`config.mk`:
```
export PLATFORM = sky130hd
export DESIGN_NAME = contiguous_first_fit_block_allocator
export DESIGN_NICKNAME = d
export VERILOG_FILES = /design/src/sv/cffba_pkg.sv /design/src/sv/contiguous_first_fit_block_allocator.sv /design/src/sv/cffba_ram.sv
export SDC_FILE = /design/constraint.sdc
export NUM_CORES = 2
export LEC_CHECK = 0
export BUFFER_PORTS_ARGS = -buffer_cell sky130_fd_sc_hd__buf_2
export CORE_MARGIN = 1.5
export CORE_UTILIZATION = 55
export DETAILED_ROUTE_END_ITERATION = 12
export HOLD_SLACK_MARGIN = 0.05
export PLACE_DENSITY_LB_ADDON = 0.08
export SYNTH_ARGS = -nofsm -noshare
export SYNTH_HDL_FRONTEND = slang
export SYNTH_SLANG_ARGS = --single-unit
```
`constraint.sdc`:
```
create_clock -name clock -period 64 [get_ports clock]
set_clock_uncertainty 0.1 [all_clocks]
set_input_delay 19.2 -clock clock [delete_from_list [all_inputs] [get_ports clock]]
set_output_delay 19.2 -clock clock [all_outputs]
set_load 0.01 [all_outputs]
```
`src/sv/cffba_pkg.sv`:
```
`timescale 1ns / 1ps
// shared types, codes and widths for the first-fit contiguous block allocator
// no dependencies
package cffba_pkg;

   localparam int NUM_BLOCKS_DEF = 512;
   localparam int MAX_FILES_DEF  = 8;

   localparam int KIND_W   = 2;
   localparam int FILE_W   = 3;
   localparam int COUNT_W  = 10;
   localparam int STATUS_W = 3;
   localparam int START_W  = 9;

   localparam logic [KIND_W-1:0] KIND_WRITE = 2'd0;
   localparam logic [KIND_W-1:0] KIND_READ  = 2'd1;

   typedef enum logic [STATUS_W-1:0] {
      ST_WRITTEN = 3'd0,
      ST_READ    = 3'd1,
      ST_DELETED = 3'd2,
      ST_MISSING = 3'd3,
      ST_NOSPACE = 3'd4
   } status_type;

   typedef enum logic [2:0] {
      S_CLEAR,
      S_IDLE,
      S_DECIDE,
      S_SCAN,
      S_MARK,
      S_FREE,
      S_DONE
   } fsm_state_type;

endpackage

```
`src/sv/contiguous_first_fit_block_allocator.sv`:
```
`timescale 1ns / 1ps
// First-fit contiguous block allocator.
// A request (req_*) names an operation, a file number, a block count and whether
// the backing file exists; one response (rsp_*) per request gives a status, the
// start block and the run length. Both channels use valid/stall; a request is
// taken when req_valid is high and req_stall low, likewise for the response.
// The block owner map sits in a ram of NUM_BLOCKS entries and the per-file
// start/length table in a ram of MAX_FILES entries with a valid flop per file.
// After reset a clearing pass writes every map entry to free, one per cycle,
// while req_stall stays high.
// One request is worked on at a time. A file with a table entry (not a delete),
// or an invalid file number, goes from S_DECIDE to S_DONE. A new file runs a
// first-fit scan over the map at one entry per cycle, then for a write or a
// present read marks the run at one block per cycle; a delete of an existing
// file frees its run at one block per cycle. The map ram port sets these rates.
// The response sits in an output register; a new request is taken while it
// waits under rsp_stall, and the next result waits until that one is taken.
module contiguous_first_fit_block_allocator #(
   parameter int NUM_BLOCKS = cffba_pkg::NUM_BLOCKS_DEF,
   parameter int MAX_FILES  = cffba_pkg::MAX_FILES_DEF
) (
   input  logic                           clock,
   input  logic                           reset,
   input  logic                           req_valid,
   output logic                           req_stall,
   input  logic [cffba_pkg::KIND_W-1:0]   req_kind,
   input  logic [cffba_pkg::FILE_W-1:0]   req_file_id,
   input  logic [cffba_pkg::COUNT_W-1:0]  req_block_count,
   input  logic                           req_file_present,
   output logic                           rsp_valid,
   input  logic                           rsp_stall,
   output logic [cffba_pkg::STATUS_W-1:0] rsp_status,
   output logic [cffba_pkg::START_W-1:0]  rsp_start_block,
   output logic [cffba_pkg::COUNT_W-1:0]  rsp_run_length
);

   localparam int AW   = $clog2(NUM_BLOCKS);
   localparam int FW   = $clog2(MAX_FILES);
   localparam int CW   = cffba_pkg::COUNT_W;
   localparam int SW   = ((AW > CW) ? AW : CW) + 1;
   localparam int EW   = AW + CW;
   localparam logic [AW-1:0] LAST = AW'(NUM_BLOCKS - 1);

   cffba_pkg::fsm_state_type state_ff, state_in;

   logic [cffba_pkg::KIND_W-1:0] kind_ff, kind_in;
   logic [cffba_pkg::FILE_W-1:0] fid_ff, fid_in;
   logic [CW-1:0]                need_ff, need_in;
   logic                         present_ff, present_in;
   logic                         fid_ok_ff, fid_ok_in;
   logic [FW-1:0]                idx;

   logic [MAX_FILES-1:0] entry_vld_ff, entry_vld_in;

   logic [AW-1:0] scan_ff, scan_in;
   logic [AW-1:0] chk_ff, chk_in;
   logic          chk_vld_ff, chk_vld_in;
   logic [CW-1:0] run_ff, run_in;
   logic [CW-1:0] run_next;
   logic [AW-1:0] wr_addr_ff, wr_addr_in;
   logic [CW-1:0] cnt_ff, cnt_in;
   logic [SW-1:0] fit_start_w;
   logic [AW-1:0] fit_start;

   cffba_pkg::status_type res_status_ff, res_status_in;
   logic [AW-1:0]         res_start_ff, res_start_in;
   logic [CW-1:0]         res_len_ff, res_len_in;

   logic                           rsp_valid_ff, rsp_valid_in;
   logic [cffba_pkg::STATUS_W-1:0] rsp_status_ff, rsp_status_in;
   logic [cffba_pkg::START_W-1:0]  rsp_start_ff, rsp_start_in;
   logic [CW-1:0]                  rsp_len_ff, rsp_len_in;

   logic                         own_we;
   logic [AW-1:0]                own_waddr;
   logic [cffba_pkg::FILE_W-1:0] own_wdata;
   logic [cffba_pkg::FILE_W-1:0] own_rdata;

   logic          ent_we;
   logic [EW-1:0] ent_wdata;
   logic [EW-1:0] ent_rdata;
   logic [AW-1:0] ent_start;
   logic [CW-1:0] ent_len;
   logic          entry_hit;
   logic          keep_run;

   cffba_ram #(
      .WIDTH (cffba_pkg::FILE_W),
      .DEPTH (NUM_BLOCKS)
   ) u_owner_ram (
      .clock   (clock),
      .wr_en   (own_we),
      .wr_addr (own_waddr),
      .wr_data (own_wdata),
      .rd_addr (scan_ff),
      .rd_data (own_rdata)
   );

   cffba_ram #(
      .WIDTH (EW),
      .DEPTH (MAX_FILES)
   ) u_entry_ram (
      .clock   (clock),
      .wr_en   (ent_we),
      .wr_addr (idx),
      .wr_data (ent_wdata),
      .rd_addr (FW'(req_file_id)),
      .rd_data (ent_rdata)
   );

   assign idx       = FW'(fid_ff);
   assign ent_start = ent_rdata[EW-1:CW];
   assign ent_len   = ent_rdata[CW-1:0];
   assign entry_hit = fid_ok_ff && entry_vld_ff[idx];
   assign ent_wdata = {fit_start, need_ff};

   // start of the run that ends at the block now being checked
   assign run_next    = run_ff + CW'(1);
   assign fit_start_w = SW'(chk_ff) + SW'(1) - SW'(need_ff);
   assign fit_start   = AW'(fit_start_w);
   assign keep_run    = (kind_ff == cffba_pkg::KIND_WRITE) ||
                        ((kind_ff == cffba_pkg::KIND_READ) && present_ff);

   assign req_stall       = (state_ff != cffba_pkg::S_IDLE);
   assign rsp_valid       = rsp_valid_ff;
   assign rsp_status      = rsp_status_ff;
   assign rsp_start_block = rsp_start_ff;
   assign rsp_run_length  = rsp_len_ff;

   always_ff @(posedge clock) begin
      if (reset) begin
         state_ff     <= cffba_pkg::S_CLEAR;
         entry_vld_ff <= '0;
         rsp_valid_ff <= 1'b0;
         wr_addr_ff   <= '0;
      end else begin
         state_ff     <= state_in;
         entry_vld_ff <= entry_vld_in;
         rsp_valid_ff <= rsp_valid_in;
         wr_addr_ff   <= wr_addr_in;
      end
   end

   always_ff @(posedge clock) begin
      kind_ff       <= kind_in;
      fid_ff        <= fid_in;
      need_ff       <= need_in;
      present_ff    <= present_in;
      fid_ok_ff     <= fid_ok_in;
      scan_ff       <= scan_in;
      chk_ff        <= chk_in;
      chk_vld_ff    <= chk_vld_in;
      run_ff        <= run_in;
      cnt_ff        <= cnt_in;
      res_status_ff <= res_status_in;
      res_start_ff  <= res_start_in;
      res_len_ff    <= res_len_in;
      rsp_status_ff <= rsp_status_in;
      rsp_start_ff  <= rsp_start_in;
      rsp_len_ff    <= rsp_len_in;
   end

   always_comb begin
      state_in      = state_ff;
      kind_in       = kind_ff;
      fid_in        = fid_ff;
      need_in       = need_ff;
      present_in    = present_ff;
      fid_ok_in     = fid_ok_ff;
      entry_vld_in  = entry_vld_ff;
      scan_in       = scan_ff;
      chk_in        = chk_ff;
      chk_vld_in    = chk_vld_ff;
      run_in        = run_ff;
      wr_addr_in    = wr_addr_ff;
      cnt_in        = cnt_ff;
      res_status_in = res_status_ff;
      res_start_in  = res_start_ff;
      res_len_in    = res_len_ff;
      rsp_valid_in  = rsp_valid_ff;
      rsp_status_in = rsp_status_ff;
      rsp_start_in  = rsp_start_ff;
      rsp_len_in    = rsp_len_ff;
      own_we        = 1'b0;
      own_waddr     = wr_addr_ff;
      own_wdata     = '0;
      ent_we        = 1'b0;

      if (rsp_valid_ff && !rsp_stall) begin
         rsp_valid_in = 1'b0;
      end

      unique case (state_ff)
         cffba_pkg::S_CLEAR: begin
            own_we     = 1'b1;
            wr_addr_in = wr_addr_ff + AW'(1);
            if (wr_addr_ff == LAST) begin
               wr_addr_in = '0;
               state_in   = cffba_pkg::S_IDLE;
            end
         end
         cffba_pkg::S_IDLE: begin
            if (req_valid) begin
               kind_in    = req_kind;
               fid_in     = req_file_id;
               need_in    = req_block_count;
               present_in = req_file_present;
               fid_ok_in  = (req_file_id != '0) && (int'(req_file_id) < MAX_FILES);
               state_in   = cffba_pkg::S_DECIDE;
            end
         end
         cffba_pkg::S_DECIDE: begin
            res_status_in = cffba_pkg::ST_MISSING;
            res_start_in  = '0;
            res_len_in    = '0;
            state_in      = cffba_pkg::S_DONE;
            scan_in       = '0;
            chk_vld_in    = 1'b0;
            run_in        = '0;
            if (entry_hit) begin
               if (kind_ff == cffba_pkg::KIND_WRITE) begin
                  res_status_in = cffba_pkg::ST_WRITTEN;
                  res_start_in  = ent_start;
                  res_len_in    = ent_len;
               end else if (present_ff && kind_ff == cffba_pkg::KIND_READ) begin
                  res_status_in = cffba_pkg::ST_READ;
                  res_start_in  = ent_start;
                  res_len_in    = ent_len;
               end else if (present_ff) begin
                  res_status_in     = cffba_pkg::ST_DELETED;
                  res_start_in      = ent_start;
                  res_len_in        = ent_len;
                  entry_vld_in[idx] = 1'b0;
                  wr_addr_in        = ent_start;
                  cnt_in            = ent_len;
                  state_in          = cffba_pkg::S_FREE;
               end
            end else if (fid_ok_ff) begin
               if (need_ff == '0) begin
                  res_status_in = cffba_pkg::ST_NOSPACE;
               end else begin
                  state_in = cffba_pkg::S_SCAN;
               end
            end
         end
         cffba_pkg::S_SCAN: begin
            // read address runs one ahead of the block being checked
            if (scan_ff != LAST) begin
               scan_in = scan_ff + AW'(1);
            end
            chk_in     = scan_ff;
            chk_vld_in = 1'b1;
            if (chk_vld_ff) begin
               if (own_rdata == '0) begin
                  run_in = run_next;
               end else begin
                  run_in = '0;
               end
               if (own_rdata == '0 && run_next == need_ff) begin
                  if (keep_run) begin
                     ent_we            = 1'b1;
                     entry_vld_in[idx] = 1'b1;
                     res_status_in     = (kind_ff == cffba_pkg::KIND_WRITE) ?
                                         cffba_pkg::ST_WRITTEN : cffba_pkg::ST_READ;
                     res_start_in      = fit_start;
                     res_len_in        = need_ff;
                     wr_addr_in        = fit_start;
                     cnt_in            = need_ff;
                     state_in          = cffba_pkg::S_MARK;
                  end else if (present_ff) begin
                     // taken and given back at once: map is left as it was
                     res_status_in = cffba_pkg::ST_DELETED;
                     res_start_in  = fit_start;
                     res_len_in    = need_ff;
                     state_in      = cffba_pkg::S_DONE;
                  end else begin
                     res_status_in = cffba_pkg::ST_MISSING;
                     res_start_in  = '0;
                     res_len_in    = '0;
                     state_in      = cffba_pkg::S_DONE;
                  end
               end else if (chk_ff == LAST) begin
                  res_status_in = cffba_pkg::ST_NOSPACE;
                  res_start_in  = '0;
                  res_len_in    = '0;
                  state_in      = cffba_pkg::S_DONE;
               end
            end
         end
         cffba_pkg::S_MARK: begin
            own_we     = 1'b1;
            own_wdata  = fid_ff;
            wr_addr_in = wr_addr_ff + AW'(1);
            cnt_in     = cnt_ff - CW'(1);
            if (cnt_ff == CW'(1)) begin
               state_in = cffba_pkg::S_DONE;
            end
         end
         cffba_pkg::S_FREE: begin
            own_we     = 1'b1;
            wr_addr_in = wr_addr_ff + AW'(1);
            cnt_in     = cnt_ff - CW'(1);
            if (cnt_ff == CW'(1)) begin
               state_in = cffba_pkg::S_DONE;
            end
         end
         cffba_pkg::S_DONE: begin
            if (!rsp_valid_ff || !rsp_stall) begin
               rsp_valid_in  = 1'b1;
               rsp_status_in = res_status_ff;
               rsp_start_in  = cffba_pkg::START_W'(res_start_ff);
               rsp_len_in    = res_len_ff;
               state_in      = cffba_pkg::S_IDLE;
            end
         end
         default: begin
            state_in = cffba_pkg::S_IDLE;
         end
      endcase
   end

   a_rsp_only_from_done: assert property (@(posedge clock) disable iff (reset)
      (!rsp_valid_ff && state_ff != cffba_pkg::S_DONE) |=> !rsp_valid_ff)
      else $error("response appeared without a finished request");

   a_error_carries_no_run: assert property (@(posedge clock) disable iff (reset)
      (rsp_valid && (rsp_status == cffba_pkg::ST_MISSING ||
                     rsp_status == cffba_pkg::ST_NOSPACE))
      |-> (rsp_start_block == '0 && rsp_run_length == '0))
      else $error("error response carries a run");

   a_mark_owner_nonzero: assert property (@(posedge clock) disable iff (reset)
      (state_ff == cffba_pkg::S_MARK) |-> (own_we && own_wdata != '0 && cnt_ff != '0))
      else $error("marking a run with the free owner");

   a_free_count_nonzero: assert property (@(posedge clock) disable iff (reset)
      (state_ff == cffba_pkg::S_FREE) |-> (cnt_ff != '0))
      else $error("freeing with an empty count");

endmodule

```
`src/sv/cffba_ram.sv`:
```
`timescale 1ns / 1ps
// generic simple dual-port ram: one write port, one registered read port
// no dependencies
module cffba_ram #(
   parameter int WIDTH = 8,
   parameter int DEPTH = 16
) (
   input  logic                     clock,
   input  logic                     wr_en,
   input  logic [$clog2(DEPTH)-1:0] wr_addr,
   input  logic [WIDTH-1:0]         wr_data,
   input  logic [$clog2(DEPTH)-1:0] rd_addr,
   output logic [WIDTH-1:0]         rd_data
);

   logic [WIDTH-1:0] mem [DEPTH];

   always_ff @(posedge clock) begin
      if (wr_en) begin
         mem[wr_addr] <= wr_data;
      end
      rd_data <= mem[rd_addr];
   end

endmodule

```
Yosys cells after proc, flatten, opt, wreduce, memory -nomap -nowiden
Memories as Yosys holds them, arrays and structs flattened. A register that Yosys moved wholly into a read port is not among the register bits.
Index checks and enable logic that the tools add are counted.
{"block": "totals", "in_bits": 20, "ram_bits": 1688, "word_cells": 182, "memories": 2, "output_inout_bits": 24, "reg_bits": 121}
{"block": "op_classes", "bitwise_logic": 3, "magnitude_cmp": 2, "eq_ne": 26, "n_reduce_logical": 28, "n_addsub": 6, "mux": 95}
{"memory": "u_owner_ram.mem", "words": 512, "word_bits": 3, "read_ports": 1, "rd_clocked_by_memory_dff": 1, "wr": 1, "line_no": "cffba_ram.sv:16", "text": "logic [WIDTH-1:0] mem [DEPTH];"}
{"memory": "u_entry_ram.mem", "words": 8, "word_bits": 19, "read_ports": 1, "rd_clocked_by_memory_dff": 1, "wr": 1, "line_no": "cffba_ram.sv:16"}
{"op": "$mux 10", "n": 18}
{"op": "$mux 9", "n": 18}
{"op": "$mux 8", "n": 7}
{"op": "$mux 3", "n": 17}
{"op": "$pmux 10 s2", "n": 2}
{"op": "$pmux 9 s2", "n": 2}
{"op": "$pmux 9 s4", "n": 1}
{"op": "$pmux 10 s3", "n": 1}
{"op": "$add 9x1->9 const B", "n": 3}
{"op": "$reduce_and 8->1", "n": 3}
{"op": "$ne 2x2->1 const B", "n": 11}
{"op": "$eq 9x9->1 const B", "n": 2}
{"op": "$pmux 3 s6", "n": 1}
{"op": "$mux 1", "n": 16}
{"op": "$pmux 8 s2", "n": 1}
{"op": "$mux 2", "n": 7}
{"op": "$add 10x1->10 const B", "n": 1}
{"op": "$eq 10x1->1 const B", "n": 1}
{"op": "$eq 10x10->1", "n": 1}
{"op": "$logic_not 10->1", "n": 1}
{"op": "$sub 10x1->10 const B", "n": 1}
{"op": "$eq 3x3->1 const B", "n": 3}
{"op": "$ne 9x9->1 const B", "n": 1}
{"op": "$sub 9x9->9", "n": 1}
{"op": "other kinds (28)", "n": 40}

Depth between registers and ports, before layout
{"block": "logic_depth", "depth_word": 11, "depth_mapped": 14, "mapped_depth_nobuf": 12}

Modules after synthesis
A second synthesis with hierarchy kept.
{"block": "hier_totals", "hier_cells": 4258, "hier_area_um2": 74881.8}
{"mod": "cffba_ram (u_owner_ram)", "cells_per_inst": 3446, "n_inst": 1, "area_each_um2": 62271.0, "seq_area_each_um2": 46184.3}
{"mod": "contiguous_first_fit_block_allocator", "cells_per_inst": 561, "n_inst": 1, "area_each_um2": 6351.1, "seq_area_each_um2": 3423.3}
{"mod": "cffba_ram (u_entry_ram)", "cells_per_inst": 251, "n_inst": 1, "area_each_um2": 6259.8, "seq_area_each_um2": 4944.7}

Worst setup path before layout
Ideal clock, no wire load.
{"block": "synth_path", "kind": "register -> register", "from": "register state_ff[2]", "to": "memory u_owner_ram.mem[0][2] (netlist name), data pin", "n_path_buf": 2, "setup_ps": 4224, "path_slack_ps": 38220, "required_ps": 59676, "arrival_ps": 21456, "period_less_slack_ps": 25780, "path_stages_with_launch": 5, "path_cell_list": "dfxtp_1 -> clkbuf_1 -> nand2b_1 -> clkbuf_1 -> nor3b_1"}
{"block": "synth_via", "elab_chain_len": 2}
{"item": "start, declared", "line_no": "contiguous_first_fit_block_allocator.sv:44", "text": "cffba_pkg::fsm_state_type state_ff, state_in;"}
{"item": "start signal, assigned", "line_no": "contiguous_first_fit_block_allocator.sv:132", "text": "state_ff <= cffba_pkg::S_CLEAR;"}
{"item": "start signal, assigned", "line_no": "contiguous_first_fit_block_allocator.sv:137", "text": "state_ff <= state_in;"}
{"item": "$eq 3x3->1", "line_no": "contiguous_first_fit_block_allocator.sv:193", "text": "unique case (state_ff)"}
{"item": "$mux 3", "line_no": "contiguous_first_fit_block_allocator.sv:193"}
{"item": "net own_wdata (one bit)", "line_no": "contiguous_first_fit_block_allocator.sv:76", "text": "logic [cffba_pkg::FILE_W-1:0] own_wdata;"}
{"item": "end, declared", "line_no": "cffba_ram.sv:16"}
The timed path passes the listed nets, and every way through them passes these cells.

Worst setup path in the final report
{"block": "layout_path", "from": "register state_ff[0]", "to": "output req_stall"}
{"block": "layout_via", "elab_chain_len": 1}
{"item": "$ne 3x1->1", "line_no": "contiguous_first_fit_block_allocator.sv:124", "text": "assign req_stall = (state_ff != cffba_pkg::S_IDLE);"}
{"item": "end, declared", "line_no": "contiguous_first_fit_block_allocator.sv:25", "text": "output logic req_stall,"}
Every way passes these cells.

==> summary.md <==
| Metric | Value |
|---|---|
| Overall power consumption | `between 2000 and 3000 uW` |
| Final Worst Setup Slack | `~42,000 ps` |
| Root buffer cell | `sky130_fd_sc_hd__clkbuf_16` |
| Number of flops mapped to enable cells by yosys | `1,788` |
| Die boundary height | `between 300 and 400 um` |
| CTS H-tree depth | `4` |
| RSZ-0062 raised after global routing | `no` |
| Launch point of the worst path | `state_ff[0]` |
| Slew Limit Fails | `0` |
| CP Class | `flip-flop to output port` |
| Total half-perimeter wirelength after legalization and detailed placement | `103,000 um` |
| Worst r2r src | `scan_ff[1]` |
| Core box area | `~130,000 um2` |
| Synth Net Count | `about 3,900` |
| Standard cell area after detailed placement | `between 70,000 and 80,000 um2` |
| Dominant register cell in the synthesized netlist | `sky130_fd_sc_hd__edfxtp_1` |
| Post-route fraction of the period consumed by the critical path | `between 30% and 40%` |
| Total of flip-flops plus latches after synthesis | `roughly 1,800` |
| Critical Path Fanout Max | `12` |
| Transition time of the tightest slew-check pin | `about 1400 ps` |
| Clock sink count | `1,831` |
| Total global routing track utilization | `between 20% and 30%` |
| Post-synth cell types | `80` |
| Die ar. | `about 140,000 um2` |
| Clock latency at the later pin of the worst-skew pair | `840 ps` |
| Post-route DRC | `0` |
| Wire per inst | `31.0 um` |
| Syn Inst Count | `~3,900` |
| Post-synthesis xor/xnor area fraction | `less than 1%` |
| Setup crit end kind | `output port` |
| CTS tree | `built` |
| Initial antenna violation count | `7` |
| Number of max-capacitance violations reported | `0` |
| CP Data Required Time | `approximately 45,000 ps` |
| Max clock buf depth | `3` |
| Combinational family with the most area after synthesis | `multiplexers` |
| Worst rel slew slack | `under 10%` |
| Worst flop-to-flop path endpoint | `u_owner_ram.rd_data[1]` |
| DR iter-0 viols | `about 4,200` |
| Portion of the post-synthesis area used by sequential elements | `74.3%` |
| Share of cells above drive strength 1 | `~22%` |
| DR vias | `roughly 38,000` |
| CTS-repair resized insts | `0` |
| Max Clk Rate | `roughly 0.046 GHz` |
| Count of buffers from port buffering | `43` |
| Proportion of synthesized area in mux cells | `between 15 and 20%` |
| Syn Std Cell Area | `73,500 um2` |
| Share of synthesized cell area in and, or, nand and nor gates | `slightly below 5%` |
| Final GP Congestion | `0.838` |
| Starting density of the core | `55.7%` |
| Count of standard-cell rows | `between 100 and 150` |
| Compound-Gate Fraction of Synth Area | `2.55%` |
| Final hold violation count | `0` |
| Final TNS setup | `0 ps` |
| Hold Path Class | `flip-flop to flip-flop` |
| Startpoint type of the worst setup path | `flip-flop` |
| Clock period minus worst slack | `roughly 22,000 ps` |
| Worst setup path end | `req_stall` |
| Number of hold buffers added after CTS | `0` |
| Minimum setup slack after placement | `around 43,000 ps` |
| Number of failing setup endpoints in the final timing report | `0` |
| Horizontal die dimension | `about 370 um` |
| Fraction of registers with async set or reset after synthesis | `0%` |
| Adder and majority cell fraction of the synthesized area | `less than 1%` |
| Clock transition at path regs | `approximately 70 ps` |
| Io pins | `44` |
| Run status | `finished clean` |
| Average cell area after synthesis | `roughly 19 um2` |
| Area of all placed cells without fillers | `about 82,000 um2` |
| Drt total wl | `about 180,000 um` |
| ANT nets after route | `0` |
| Worst hold slack | `316 ps` |
| Vias per cell | `between 6 and 7` |
| Reg-to-reg setup timing slack | `59,060 ps` |
| Pin count of the biggest net entering global routing | `245` |
| Global route total overflow | `0` |
| First-pass detailed-route iteration total | `8` |
| Yosys warns | `0` |
| Wire length of the first global-routing pass | `around 260,000 um` |
| Pwr/cell area | `about 32 nW/um2` |
| # nets final | `between 3,000 and 4,000` |
| CTS buffer count | `around 180` |
| Via count of the first global-routing pass | `38,400` |
| R2R depth | `9` |
| Leakage power total | `0.0254 uW` |
| Crit path DAT | `2260 ps` |
| Highest ir drop seen on vdd | `0.0240 mV` |
| Buffers inserted by post-CTS timing repair | `0` |
| Area Growth Syn to Fin | `11.2%` |
## metrics by stage
step,util [%],std cells
2_1_floorplan,-,3880
4_1_cts,61.9,5846
6_report,61.9,5847
5_1_grt,61.9,5846
3_3_place_gp,57.2,5507
3_5_place_dp,57.2,5507
## routing by layer
layer / up-vias / part of all wire (%) / track usage (%)
met5: - / 0.015 / 0
met4: 4 / 3.0 / 8.84
met3: 298 / 7.8 / 4.90
met2: 1624 / 49 / 43.7
met1: 19900 / 40 / 37.9
li1: 15700 / - / -
## placed cells by master (no fill, tap or decap), types with 26 or more instances in the layout
cell type                      n
sky130_fd_sc_hd__buf_4        80
sky130_fd_sc_hd__clkinv_1     31
sky130_fd_sc_hd__bufinv_16    27
sky130_fd_sc_hd__dfxtp_1      43
sky130_fd_sc_hd__o21ai_0      29
sky130_fd_sc_hd__clkinv_2     34
sky130_fd_sc_hd__a21oi_1      45
sky130_fd_sc_hd__nand2_1     111
sky130_fd_sc_hd__nor2_1      578
sky130_fd_sc_hd__mux2_2       28
sky130_fd_sc_hd__inv_1        31
sky130_fd_sc_hd__xnor2_1      30
sky130_fd_sc_hd__clkbuf_16   183
sky130_fd_sc_hd__a211oi_1     26
sky130_fd_sc_hd__o22ai_1      31
sky130_fd_sc_hd__buf_2        43
sky130_fd_sc_hd__edfxtp_1   1788
sky130_fd_sc_hd__clkbuf_1     39
sky130_fd_sc_hd__mux4_2      441
sky130_fd_sc_hd__mux2i_1     104
## cell families after synthesis
group           after synthesis
compound gates              263
mux                         573
simple gates                855
fa+ha+maj                    26
buf+inv                     289
flops                      1831
xor+xnor                     43
## worst max-delay path, stage by stage, from the launching register on
cell,delay [ps]
sky130_fd_sc_hd__dfxtp_1,620
sky130_fd_sc_hd__inv_1,190
sky130_fd_sc_hd__or3_1,440
sky130_fd_sc_hd__buf_2,170
## registers in the layout, indices dropped and copies added (netlist names), 10 cells and up, named ones only
register / flops
u_owner_ram.mem: 1536
u_entry_ram.mem: 152
u_entry_ram.rd_data: 19
cnt_ff: 10
need_ff: 10
res_len_ff: 10
rsp_run_length: 10
run_ff: 10
## area by class of cell
| type | instances | area, um2 |
|---|---|---|
| Sequential cell | 1831 | 54600 |
| Multi-Input combinational cell | 1760 | 17700 |
| Clock inverter | 112 | 1450 |
| Fill cell | 9233 | 50200 |
| Inverter | 32 | 125 |
| Antenna cell | 1 | 2.50 |
| Tap cell | 1755 | 2200 |
| Clock buffer | 227 | 4790 |
| Timing Repair Buffer | 129 | 936 |
## synth_stat cells, types with 15 or more instances
cell type / number / area, um2
sky130_fd_sc_hd__xnor2_1: 30 / 263
sky130_fd_sc_hd__a211oi_1: 26 / 195
sky130_fd_sc_hd__mux2i_1: 104 / 1040
sky130_fd_sc_hd__nor3_1: 15 / 75.1
sky130_fd_sc_hd__a22o_1: 19 / 166
sky130_fd_sc_hd__nor2_1: 586 / 2200
sky130_fd_sc_hd__edfxtp_1: 1788 / 53700
sky130_fd_sc_hd__dfxtp_1: 43 / 861
sky130_fd_sc_hd__o22ai_1: 31 / 194
sky130_fd_sc_hd__a21oi_1: 46 / 230
sky130_fd_sc_hd__mux2_2: 28 / 315
sky130_fd_sc_hd__o21ai_0: 29 / 145
sky130_fd_sc_hd__buf_4: 36 / 270
sky130_fd_sc_hd__ha_1: 25 / 313
sky130_fd_sc_hd__clkbuf_1: 149 / 559
sky130_fd_sc_hd__nand3_1: 37 / 185
sky130_fd_sc_hd__buf_2: 46 / 230
sky130_fd_sc_hd__inv_1: 31 / 116
sky130_fd_sc_hd__nand2_1: 111 / 417
sky130_fd_sc_hd__mux4_2: 441 / 9930
sky130_fd_sc_hd__nor2b_1: 23 / 144
## how the worst min path moves through the flow
stage          depth (start not counted)                end             start  slack [ps]
2_1_floorplan                          0  rsp_run_length[0]     res_len_ff[0]         300
5_1_grt                                0      rsp_status[0]  res_status_ff[0]         320
4_1_cts                                0      rsp_status[1]  res_status_ff[1]         320
3_5_place_dp                           0  rsp_run_length[6]     res_len_ff[6]         300
6_report                               0      rsp_status[1]  res_status_ff[1]         320
3_3_place_gp                           0  rsp_run_length[5]     res_len_ff[5]         300
## power breakdown
| group | internal [uW] | switching, uW | leakage (uW) |
|---|---|---|---|
| clock network | 645 | 459 | 0.00303 |
| registers | 1320 | 14.2 | 0.0163 |
| logic | 38.7 | 123 | 0.00610 |
| total | 2000 | 596 | 0.0254 |
(Power assumes the default switching activity.)
